==> src/hdl/wmo_pkg.sv <==
// ----------------------------------------------------------------------------
// wmo_pkg
// shared types, constants and functions of the watermark overlay
// ----------------------------------------------------------------------------
`default_nettype none

package wmo_pkg;

  localparam int MaxWidth  = 4096;
  localparam int MaxHeight = 4096;

  localparam int Lanes     = 16;
  localparam int LaneW     = $clog2(Lanes);
  localparam int PixW      = 32;
  localparam int FieldW    = 64;
  localparam int ColW      = 13;
  localparam int RowW      = 4;
  localparam int CfgDataW  = 13;
  localparam int CfgIdxW   = 2;
  localparam int WordsW    = 21;
  localparam int ProdW     = 2 * CfgDataW;

  localparam logic [7:0] MarkAdd = 8'd15;
  localparam logic [7:0] ChanMax = 8'hff;

  // register indexes of the configuration port
  localparam logic [CfgIdxW-1:0] CfgImageWidth  = CfgIdxW'(0);
  localparam logic [CfgIdxW-1:0] CfgImageHeight = CfgIdxW'(1);

  // position of lane 0 for the word in flight
  typedef struct packed {
    logic [ColW-1:0]     col;
    logic [RowW-1:0]     row;
    logic [CfgDataW-1:0] width;
    logic                last;
  } pos_t;

  function automatic logic [CfgDataW-1:0] clamp_width(input logic [CfgDataW-1:0] v);
    logic [CfgDataW-1:0] r;
    r = v;
    if (int'(v) < Lanes) r = CfgDataW'(Lanes);
    else if (int'(v) > MaxWidth) r = CfgDataW'(MaxWidth);
    return r;
  endfunction

  function automatic logic [CfgDataW-1:0] clamp_height(input logic [CfgDataW-1:0] v);
    logic [CfgDataW-1:0] r;
    r = v;
    if (v == '0) r = CfgDataW'(1);
    else if (int'(v) > MaxHeight) r = CfgDataW'(MaxHeight);
    return r;
  endfunction

  // x-shaped mark on a 16x16 tile, border rows and columns blank
  function automatic logic [7:0] mark_at(input logic [3:0] c, input logic [3:0] r);
    logic [7:0] m;
    m = '0;
    if (c != 4'd0 && c != 4'd15 && r != 4'd0 && r != 4'd15) begin
      if (c == r || (c + r) == 4'd15) m = MarkAdd;
    end
    return m;
  endfunction

  // ceil(width * height / 16)
  function automatic logic [WordsW-1:0] word_total(input logic [CfgDataW-1:0] w,
                                                   input logic [CfgDataW-1:0] h);
    logic [ProdW-1:0] p;
    p = ProdW'(w) * ProdW'(h);
    p = p + ProdW'(Lanes - 1);
    return WordsW'(p >> LaneW);
  endfunction

endpackage

`default_nettype wire

==> src/hdl/wmo_if.sv <==
// ----------------------------------------------------------------------------
// wmo_if
// stream and configuration interfaces of the watermark overlay
// ----------------------------------------------------------------------------
`default_nettype none

interface wmo_pix_if;
  logic        valid;
  logic        ready;
  logic [63:0] pixels_00_01;
  logic [63:0] pixels_02_03;
  logic [63:0] pixels_04_05;
  logic [63:0] pixels_06_07;
  logic [63:0] pixels_08_09;
  logic [63:0] pixels_10_11;
  logic [63:0] pixels_12_13;
  logic [63:0] pixels_14_15;

  modport source (
    output valid, pixels_00_01, pixels_02_03, pixels_04_05, pixels_06_07,
           pixels_08_09, pixels_10_11, pixels_12_13, pixels_14_15,
    input  ready
  );
  modport sink (
    input  valid, pixels_00_01, pixels_02_03, pixels_04_05, pixels_06_07,
           pixels_08_09, pixels_10_11, pixels_12_13, pixels_14_15,
    output ready
  );
endinterface

interface wmo_mark_if;
  logic        valid;
  logic        ready;
  logic [63:0] marked_00_01;
  logic [63:0] marked_02_03;
  logic [63:0] marked_04_05;
  logic [63:0] marked_06_07;
  logic [63:0] marked_08_09;
  logic [63:0] marked_10_11;
  logic [63:0] marked_12_13;
  logic [63:0] marked_14_15;
  logic        last_word;

  modport source (
    output valid, marked_00_01, marked_02_03, marked_04_05, marked_06_07,
           marked_08_09, marked_10_11, marked_12_13, marked_14_15, last_word,
    input  ready
  );
  modport sink (
    input  valid, marked_00_01, marked_02_03, marked_04_05, marked_06_07,
           marked_08_09, marked_10_11, marked_12_13, marked_14_15, last_word,
    output ready
  );
endinterface

interface wmo_cfg_if;
  logic        valid;
  logic        ready;
  logic [1:0]  index;
  logic [12:0] data;

  modport source (output valid, index, data, input ready);
  modport sink (input valid, index, data, output ready);
endinterface

`default_nettype wire

==> src/hdl/image_watermark_saturating_overlay.sv <==
// ----------------------------------------------------------------------------
// image_watermark_saturating_overlay
// adds a 16x16 x-shaped mark to a stream of 16-pixel image words
// ----------------------------------------------------------------------------
// usage:
//   pix_i carries one word of sixteen packed rgb pixels per handshake; mark_o
//   returns the marked word with the top byte of every pixel cleared and
//   last_word set on word ceil(width*height/16) of the frame, after which the
//   position returns to the frame start. cfg_i writes image_width (index 0)
//   and image_height (index 1); out-of-range values are clamped on write; the
//   user must see that they are written only while no word is in flight, as
//   the block itself does not enforce it. throughput: one word per cycle
//   while mark_o.ready is high, set by the sixteen lanes that each mark one
//   pixel in parallel; a word passes the lane stage, then the output register.
//   pipeline: frame position (lane 0 column, row mod 16) is resolved at the
//   input edge, the lanes mark in the lane stage, the output register
//   merges the lanes into the result word.
//   reset: rst_ni clears both stages and the frame position and restores a
//   16x1 image; no sweep is needed.
//   stall: when mark_o.ready is low the output word holds; one more word can
//   still be taken into the lane stage, then pix_i.ready drops.
// ----------------------------------------------------------------------------
`default_nettype none

module image_watermark_saturating_overlay (
  input  wire logic clk_i,
  input  wire logic rst_ni,
  wmo_cfg_if.sink   cfg_i,
  wmo_pix_if.sink   pix_i,
  wmo_mark_if.source mark_o
);
  import wmo_pkg::*;

  // unpacked pixels of the incoming word
  logic [PixW-1:0] pix_in [Lanes];

  // lane stage
  logic            a_valid_q, a_valid_d;
  pos_t            a_pos_q;
  logic [PixW-1:0] a_pix_q [Lanes];

  // output register
  logic            b_valid_q, b_valid_d;
  logic            b_last_q;
  logic [PixW-1:0] b_pix_q [Lanes];

  logic [PixW-1:0] lane_out [Lanes];
  pos_t            pos;
  logic            in_acc;
  logic            a_adv;

  assign pix_in[0]  = pix_i.pixels_00_01[31:0];
  assign pix_in[1]  = pix_i.pixels_00_01[63:32];
  assign pix_in[2]  = pix_i.pixels_02_03[31:0];
  assign pix_in[3]  = pix_i.pixels_02_03[63:32];
  assign pix_in[4]  = pix_i.pixels_04_05[31:0];
  assign pix_in[5]  = pix_i.pixels_04_05[63:32];
  assign pix_in[6]  = pix_i.pixels_06_07[31:0];
  assign pix_in[7]  = pix_i.pixels_06_07[63:32];
  assign pix_in[8]  = pix_i.pixels_08_09[31:0];
  assign pix_in[9]  = pix_i.pixels_08_09[63:32];
  assign pix_in[10] = pix_i.pixels_10_11[31:0];
  assign pix_in[11] = pix_i.pixels_10_11[63:32];
  assign pix_in[12] = pix_i.pixels_12_13[31:0];
  assign pix_in[13] = pix_i.pixels_12_13[63:32];
  assign pix_in[14] = pix_i.pixels_14_15[31:0];
  assign pix_in[15] = pix_i.pixels_14_15[63:32];

  // handshake: lane stage moves on whenever the output register is free
  assign a_adv       = !b_valid_q || mark_o.ready;
  assign pix_i.ready = !a_valid_q || a_adv;
  assign in_acc      = pix_i.valid && pix_i.ready;

  // frame position tracker, advanced once per accepted word
  wmo_frame u_frame (
    .clk_i  (clk_i),
    .rst_ni (rst_ni),
    .cfg_i  (cfg_i),
    .adv_i  (in_acc),
    .pos_o  (pos)
  );

  // sixteen marking lanes on the lane stage
  for (genvar g = 0; g < Lanes; g++) begin : g_lane
    wmo_lane u_lane (
      .lane_i (LaneW'(g)),
      .pos_i  (a_pos_q),
      .pix_i  (a_pix_q[g]),
      .pix_o  (lane_out[g])
    );
  end

  always_comb begin
    a_valid_d = a_valid_q;
    if (in_acc) a_valid_d = 1'b1;
    else if (a_adv) a_valid_d = 1'b0;
    b_valid_d = a_adv ? a_valid_q : b_valid_q;
  end

  always_ff @(posedge clk_i or negedge rst_ni) begin
    if (!rst_ni) begin
      a_valid_q <= 1'b0;
      b_valid_q <= 1'b0;
    end else begin
      a_valid_q <= a_valid_d;
      b_valid_q <= b_valid_d;
    end
  end

  // payload registers, no reset
  always_ff @(posedge clk_i) begin
    if (in_acc) begin
      a_pos_q <= pos;
      a_pix_q <= pix_in;
    end
    if (a_adv && a_valid_q) begin
      b_pix_q  <= lane_out;
      b_last_q <= a_pos_q.last;
    end
  end

  // merge the lanes back into the output word
  assign mark_o.valid        = b_valid_q;
  assign mark_o.last_word    = b_last_q;
  assign mark_o.marked_00_01 = {b_pix_q[1],  b_pix_q[0]};
  assign mark_o.marked_02_03 = {b_pix_q[3],  b_pix_q[2]};
  assign mark_o.marked_04_05 = {b_pix_q[5],  b_pix_q[4]};
  assign mark_o.marked_06_07 = {b_pix_q[7],  b_pix_q[6]};
  assign mark_o.marked_08_09 = {b_pix_q[9],  b_pix_q[8]};
  assign mark_o.marked_10_11 = {b_pix_q[11], b_pix_q[10]};
  assign mark_o.marked_12_13 = {b_pix_q[13], b_pix_q[12]};
  assign mark_o.marked_14_15 = {b_pix_q[15], b_pix_q[14]};

endmodule

`default_nettype wire

==> src/hdl/wmo_lane.sv <==
// ----------------------------------------------------------------------------
// wmo_lane
// one pixel lane: mark lookup and saturating add on red, green and blue
// ----------------------------------------------------------------------------
`default_nettype none

module wmo_lane (
  input  wire logic [wmo_pkg::LaneW-1:0]    lane_i,
  input  wire wmo_pkg::pos_t                pos_i,
  input  wire logic [wmo_pkg::PixW-1:0]     pix_i,
  output logic      [wmo_pkg::PixW-1:0]     pix_o
);
  import wmo_pkg::*;

  logic [ColW-1:0] cx;
  logic [ColW-1:0] cx_wrap;
  logic            wrap;
  logic [3:0]      c;
  logic [3:0]      r;
  logic [7:0]      m;
  logic [8:0]      s;

  always_comb begin
    cx      = pos_i.col + ColW'(lane_i);
    wrap    = cx >= pos_i.width;
    cx_wrap = cx - pos_i.width;
    c       = wrap ? cx_wrap[3:0] : cx[3:0];
    r       = wrap ? pos_i.row + 4'd1 : pos_i.row;
    m       = mark_at(c, r);
    pix_o   = '0;
    s       = '0;
    for (int k = 0; k < 3; k++) begin
      s = {1'b0, pix_i[8*k +: 8]} + {1'b0, m};
      pix_o[8*k +: 8] = s[8] ? ChanMax : s[7:0];
    end
  end

endmodule

`default_nettype wire

==> src/hdl/wmo_frame.sv <==
// ----------------------------------------------------------------------------
// wmo_frame
// configuration registers, word count and position of lane 0 in the frame
// ----------------------------------------------------------------------------
`default_nettype none

module wmo_frame (
  input  wire logic   clk_i,
  input  wire logic   rst_ni,
  wmo_cfg_if.sink     cfg_i,
  input  wire logic   adv_i,
  output wmo_pkg::pos_t pos_o
);
  import wmo_pkg::*;

  logic [CfgDataW-1:0] width_q, width_d;
  logic [CfgDataW-1:0] height_q, height_d;
  logic [WordsW-1:0]   total_q, total_d;
  logic [ColW-1:0]     col_q, col_d;
  logic [RowW-1:0]     row_q, row_d;
  logic [WordsW-1:0]   words_q, words_d;

  logic [ColW-1:0]     col_a;
  logic [ColW-1:0]     col_b;
  logic [RowW-1:0]     row_a;
  logic                last;
  logic                cfg_wr;
  logic [CfgDataW-1:0] wc;
  logic [CfgDataW-1:0] hc;

  assign cfg_i.ready = 1'b1;
  assign cfg_wr      = cfg_i.valid & cfg_i.ready;

  // config path; the word total is rebuilt on each width or height write
  always_comb begin
    wc       = clamp_width(cfg_i.data);
    hc       = clamp_height(cfg_i.data);
    width_d  = width_q;
    height_d = height_q;
    total_d  = total_q;
    if (cfg_wr) begin
      if (cfg_i.index == CfgImageWidth) begin
        width_d = wc;
        total_d = word_total(wc, height_q);
      end else if (cfg_i.index == CfgImageHeight) begin
        height_d = hc;
        total_d  = word_total(width_q, hc);
      end
    end
  end

  // row wrap of lane 0, at most once per word
  always_comb begin
    col_a = col_q;
    row_a = row_q;
    if (col_q >= width_q) begin
      col_a = col_q - width_q;
      row_a = row_q + RowW'(1);
    end
    col_b = (col_a >= width_q) ? '0 : col_a;
    last  = ({1'b0, words_q} + (WordsW + 1)'(1)) >= {1'b0, total_q};
  end

  always_comb begin
    col_d   = col_q;
    row_d   = row_q;
    words_d = words_q;
    if (adv_i) begin
      if (last) begin
        col_d   = '0;
        row_d   = '0;
        words_d = '0;
      end else begin
        col_d   = col_b + ColW'(Lanes);
        row_d   = row_a;
        words_d = words_q + WordsW'(1);
      end
    end
  end

  assign pos_o = '{col: col_b, row: row_a, width: width_q, last: last};

  always_ff @(posedge clk_i or negedge rst_ni) begin
    if (!rst_ni) begin
      width_q  <= CfgDataW'(Lanes);
      height_q <= CfgDataW'(1);
      total_q  <= WordsW'(1);
      col_q    <= '0;
      row_q    <= '0;
      words_q  <= '0;
    end else begin
      width_q  <= width_d;
      height_q <= height_d;
      total_q  <= total_d;
      col_q    <= col_d;
      row_q    <= row_d;
      words_q  <= words_d;
    end
  end

endmodule

`default_nettype wire

==> src/flat_wrapper.sv <==
// flat-port wrapper written by rule: the top's interface ports become plain ports
module image_watermark_saturating_overlay_flat import wmo_pkg::*;
  (clk_i, rst_ni, cfg_i_valid, cfg_i_index, cfg_i_data, cfg_i_ready, pix_i_valid, pix_i_pixels_00_01, pix_i_pixels_02_03, pix_i_pixels_04_05, pix_i_pixels_06_07, pix_i_pixels_08_09, pix_i_pixels_10_11, pix_i_pixels_12_13, pix_i_pixels_14_15, pix_i_ready, mark_o_valid, mark_o_marked_00_01, mark_o_marked_02_03, mark_o_marked_04_05, mark_o_marked_06_07, mark_o_marked_08_09, mark_o_marked_10_11, mark_o_marked_12_13, mark_o_marked_14_15, mark_o_last_word, mark_o_ready);
  wmo_cfg_if cfg_i_i ();
  wmo_pix_if pix_i_i ();
  wmo_mark_if mark_o_i ();
  input  wire logic clk_i;
  input  wire logic rst_ni;
  input wire logic [$bits(cfg_i_i.valid)-1:0] cfg_i_valid;
  input wire logic [$bits(cfg_i_i.index)-1:0] cfg_i_index;
  input wire logic [$bits(cfg_i_i.data)-1:0] cfg_i_data;
  output wire logic [$bits(cfg_i_i.ready)-1:0] cfg_i_ready;
  input wire logic [$bits(pix_i_i.valid)-1:0] pix_i_valid;
  input wire logic [$bits(pix_i_i.pixels_00_01)-1:0] pix_i_pixels_00_01;
  input wire logic [$bits(pix_i_i.pixels_02_03)-1:0] pix_i_pixels_02_03;
  input wire logic [$bits(pix_i_i.pixels_04_05)-1:0] pix_i_pixels_04_05;
  input wire logic [$bits(pix_i_i.pixels_06_07)-1:0] pix_i_pixels_06_07;
  input wire logic [$bits(pix_i_i.pixels_08_09)-1:0] pix_i_pixels_08_09;
  input wire logic [$bits(pix_i_i.pixels_10_11)-1:0] pix_i_pixels_10_11;
  input wire logic [$bits(pix_i_i.pixels_12_13)-1:0] pix_i_pixels_12_13;
  input wire logic [$bits(pix_i_i.pixels_14_15)-1:0] pix_i_pixels_14_15;
  output wire logic [$bits(pix_i_i.ready)-1:0] pix_i_ready;
  output wire logic [$bits(mark_o_i.valid)-1:0] mark_o_valid;
  output wire logic [$bits(mark_o_i.marked_00_01)-1:0] mark_o_marked_00_01;
  output wire logic [$bits(mark_o_i.marked_02_03)-1:0] mark_o_marked_02_03;
  output wire logic [$bits(mark_o_i.marked_04_05)-1:0] mark_o_marked_04_05;
  output wire logic [$bits(mark_o_i.marked_06_07)-1:0] mark_o_marked_06_07;
  output wire logic [$bits(mark_o_i.marked_08_09)-1:0] mark_o_marked_08_09;
  output wire logic [$bits(mark_o_i.marked_10_11)-1:0] mark_o_marked_10_11;
  output wire logic [$bits(mark_o_i.marked_12_13)-1:0] mark_o_marked_12_13;
  output wire logic [$bits(mark_o_i.marked_14_15)-1:0] mark_o_marked_14_15;
  output wire logic [$bits(mark_o_i.last_word)-1:0] mark_o_last_word;
  input wire logic [$bits(mark_o_i.ready)-1:0] mark_o_ready;
  assign cfg_i_i.valid = cfg_i_valid;
  assign cfg_i_i.index = cfg_i_index;
  assign cfg_i_i.data = cfg_i_data;
  assign cfg_i_ready = cfg_i_i.ready;
  assign pix_i_i.valid = pix_i_valid;
  assign pix_i_i.pixels_00_01 = pix_i_pixels_00_01;
  assign pix_i_i.pixels_02_03 = pix_i_pixels_02_03;
  assign pix_i_i.pixels_04_05 = pix_i_pixels_04_05;
  assign pix_i_i.pixels_06_07 = pix_i_pixels_06_07;
  assign pix_i_i.pixels_08_09 = pix_i_pixels_08_09;
  assign pix_i_i.pixels_10_11 = pix_i_pixels_10_11;
  assign pix_i_i.pixels_12_13 = pix_i_pixels_12_13;
  assign pix_i_i.pixels_14_15 = pix_i_pixels_14_15;
  assign pix_i_ready = pix_i_i.ready;
  assign mark_o_valid = mark_o_i.valid;
  assign mark_o_marked_00_01 = mark_o_i.marked_00_01;
  assign mark_o_marked_02_03 = mark_o_i.marked_02_03;
  assign mark_o_marked_04_05 = mark_o_i.marked_04_05;
  assign mark_o_marked_06_07 = mark_o_i.marked_06_07;
  assign mark_o_marked_08_09 = mark_o_i.marked_08_09;
  assign mark_o_marked_10_11 = mark_o_i.marked_10_11;
  assign mark_o_marked_12_13 = mark_o_i.marked_12_13;
  assign mark_o_marked_14_15 = mark_o_i.marked_14_15;
  assign mark_o_last_word = mark_o_i.last_word;
  assign mark_o_i.ready = mark_o_ready;
  image_watermark_saturating_overlay u_core (.clk_i(clk_i), .rst_ni(rst_ni), .cfg_i(cfg_i_i), .pix_i(pix_i_i), .mark_o(mark_o_i));
endmodule
==> config.mk <==
export PLATFORM = sky130hd
export DESIGN_NAME = image_watermark_saturating_overlay_flat
export DESIGN_NICKNAME = d
export VERILOG_FILES = /design/src/hdl/wmo_pkg.sv /design/src/hdl/wmo_if.sv /design/src/hdl/image_watermark_saturating_overlay.sv /design/src/hdl/wmo_lane.sv /design/src/hdl/wmo_frame.sv /design/src/flat_wrapper.sv
export SDC_FILE = /design/constraint.sdc
export NUM_CORES = 2
export LEC_CHECK = 0
export BUFFER_PORTS_ARGS = -buffer_cell sky130_fd_sc_hd__buf_2
export CORE_MARGIN = 2
export CORE_UTILIZATION = 38
export DETAILED_ROUTE_END_ITERATION = 10
export GPL_TIMING_DRIVEN = 0
export PLACE_DENSITY_LB_ADDON = 0.2
export SLEW_MARGIN = 20
export SYNTH_ARGS = -nofsm -noshare
export SYNTH_HDL_FRONTEND = slang
export SYNTH_HIERARCHICAL = 1
export SYNTH_SLANG_ARGS = --single-unit
==> constraint.sdc <==
create_clock -name clk_i -period 19.9 [get_ports clk_i]
set_input_delay 3.98 -clock clk_i [delete_from_list [all_inputs] [get_ports clk_i]]
set_output_delay 3.98 -clock clk_i [all_outputs]
set_load 0.01 [all_outputs]
==> run metrics <==
clock slew seen by the registers of the worst setup and hold paths 0.06 ns; WHS 0.420 ns; Setup crit start kind input pin; max_slew headroom 0.256; IO buf count 918; Die Wd 450 um; setup violators final 0; TritonCTS clock tree done; Inserted Clock Buffers 114; layout cells sized above 1 0.193; part of the power in the clock network 0.152; slowest CP cell clkbuf_1; setup bufs post-CTS 0; Multi-input gate area 41600 um2; Clock Tree Root clkbuf_16; highest clock rate 83.1 MHz; Post-Syn Area per Cell 10.6 um2; synthesized area 75500 um2; Worst EP arrival 12.64 ns; DRT iter0 DRCs 3259; Final Wtd Congestion 0.882; Post-Syn Instances 7126; Hold Path Class flip-flop to flip-flop; skew final 0.0418 ns; maximum fanout along the worst path 10; final hold vios 0; fin crit share 0.605; yosys warns 6; setup repair after global routing missed its margin no; worst-skew pair later-pin latency 0.77 ns; Lkg Pwr 39.1 nW; grt total ovfl 0; dpl hpwl 158 mm; CP Capture Type flip-flop; die height 450 um; Post-CTS Hold Buffers 0; Post-DRT Antenna Nets 0; Worst-Margin Slew 1.12 ns; die area 202000 um2; total chip power 14.9 mW; outcome finished clean; vias per cell 5.09; combinational power share 0.628; Hold Crit Depth 0; launch point of the critical path cfg_i_data[10]; WL per Instance 18.1 um; max incr delay on CP 0.69 ns; Fill cells 18.7k; drt total wl 203 mm; initial antenna violation count 48; FF+latch area 30000 um2; Clock Path Buffers 3; io pins 1048; Critical R2R Launch u_core/a_pos_q[18]$_DFFE_PP_; Final Util 0.454; most frequent CP cell fa_1; Resized Gates After CTS 0; DR DRC count 0; Vias 57.0k; sw frac 0.438; P_sw 6.52 mW; CTS Sinks 1015; Overall Global Routing Usage 0.197; Power Density 166 nW/um2; Core Rows 163; Starting Density 0.383; CP Data Required Time 20.51 ns; fin nets 9857; pin count of the biggest net entering global routing 62; VDD IR-drop max 0.0949 mV; vias in the first global route 57.3k; reg2reg path depth 32; Pint 8.37 mW; Crit Path Class input pin to flip-flop; Max-Cap Viols 0; drt pass-1 iters 5; first-pass GRT wire length 318 mm; Area growth, synth to finish 18.7%; Worst Min Path Start u_core/a_pos_q[0]$_DFFE_PP_; min Tclk post-route 12.03 ns; H-tree levels 3; Slew Limit Fails 0; Seq pwr share 0.220; CORE AREA 197000 um2
==> final cells by class <==
class                   instances  area share
diodes                         41     0.00114
plain buffers                 289      0.0204
clock buffers                 134      0.0335
clock inverters                78      0.0114
inverters                     729      0.0305
multi-input cells            5283       0.464
flip-flops and latches       1015       0.335
well taps                    2640      0.0368
repair buffers                990      0.0669
==> metrics by stage <==
step                std cells  setup WS (ns)  setup TNS [ns]  instance area [um2]
floorplan                7316           3.34               0                76200
global placement        10900          -3.27        -1536.98                84100
detailed placement      10900           7.12               0                85500
CTS                     11200           7.94               0                89500
global route            11200           7.46               0                89700
finish                  11200           7.87               0                89700
==> power by group through the flow <==
stage / clock network, mW / logic [mW] / registers (mW)
final: 2.26 / 9.36 / 3.27
after detailed placement: 0 / 9.29 / 3.32
after floorplan: 0 / 6.65 / 3.57
after CTS: 2.32 / 9.37 / 3.29
after global placement: 0 / 8.66 / 3.63
after global routing: 2.41 / 10.5 / 3.32
==> sequential cells by signal, indices dropped and copies added, names as in the netlist <==
name	cells
u_core/u_frame/width_q	13
u_core/a_valid_q	1
u_core/u_frame/words_q	21
u_core/a_pix_q	384
u_core/mark_o.marked_08_09	64
u_core/mark_o.valid	1
u_core/u_frame/col_q	13
u_core/mark_o.marked_14_15	64
u_core/mark_o.marked_10_11	64
u_core/mark_o.marked_00_01	64
u_core/u_frame/height_q	13
u_core/mark_o.marked_04_05	64
u_core/mark_o.last_word	1
u_core/u_frame/total_q	21
u_core/mark_o.marked_12_13	64
u_core/a_pos_q	31
u_core/mark_o.marked_02_03	64
u_core/u_frame/row_q	4
u_core/mark_o.marked_06_07	64
==> metal layers <==
metal / part of all wire / vias up / global-route usage
met1: 0.41 / 27600 / 0.242
met5: 0.00038 / - / 0
met2: 0.50 / 1365 / 0.346
li1: - / 27700 / -
met3: 0.047 / 371 / 0.0288
met4: 0.037 / 10 / 0.0775
==> critical path: cells and delay by family <==
family / cells / cell delay (ns)
xor gates and xnor gates: 1 / 0.17
AOI/OAI and AO/OA: 6 / 1.48
adders and majority gates: 7 / 3.34
and+or+nand+nor: 6 / 1.63
buffers and inverters: 6 / 2.01
==> worst paths after layout <==
| path | slack, ns | to |
|---|---|---|
| max in group asynchronous | 16.14 | u_core/u_frame/width_q[4]$_DFFE_PN1P_ |
| max | 7.87 | u_core/u_frame/total_q[15]$_DFFE_PN0P_ |
| min in group asynchronous | 3.08 | u_core/a_valid_q$_DFFE_PN0P_ |
| max reg2reg | 11.39 | u_core/mark_o.marked_10_11[46]$_DFFE_PP_ |
| min | 0.42 | u_core/mark_o.last_word$_DFFE_PP_ |
| min reg2reg | 0.42 | u_core/mark_o.last_word$_DFFE_PP_ |
==> placed cells by master, fill, tap and decap left out, types with 27 or more instances in the layout <==
cell type,n
o21ai_0,185
buf_6,27
a31oi_1,56
nand2b_1,116
and2_1,128
a211oi_1,27
inv_1,719
mux2i_1,78
nor4_1,54
conb_1,209
a21o_1,72
a21oi_1,255
dfrtp_1,84
mux2_1,52
nor2_1,316
buf_8,43
nand2_1,737
o21bai_4,30
nand3b_1,35
xor2_1,216
diode_2,41
nor4_2,30
buf_2,946
and3_1,104
fa_1,287
xnor2_1,358
mux2_2,65
clkbuf_1,106
nand4_1,99
clkbuf_16,117
nand3_1,307
ha_1,616
and4_1,47
edfxtp_1,928
nor2b_1,74
o21a_1,41
or3_1,27
buf_4,140
nor3_1,125
(Power assumes the default switching activity.)
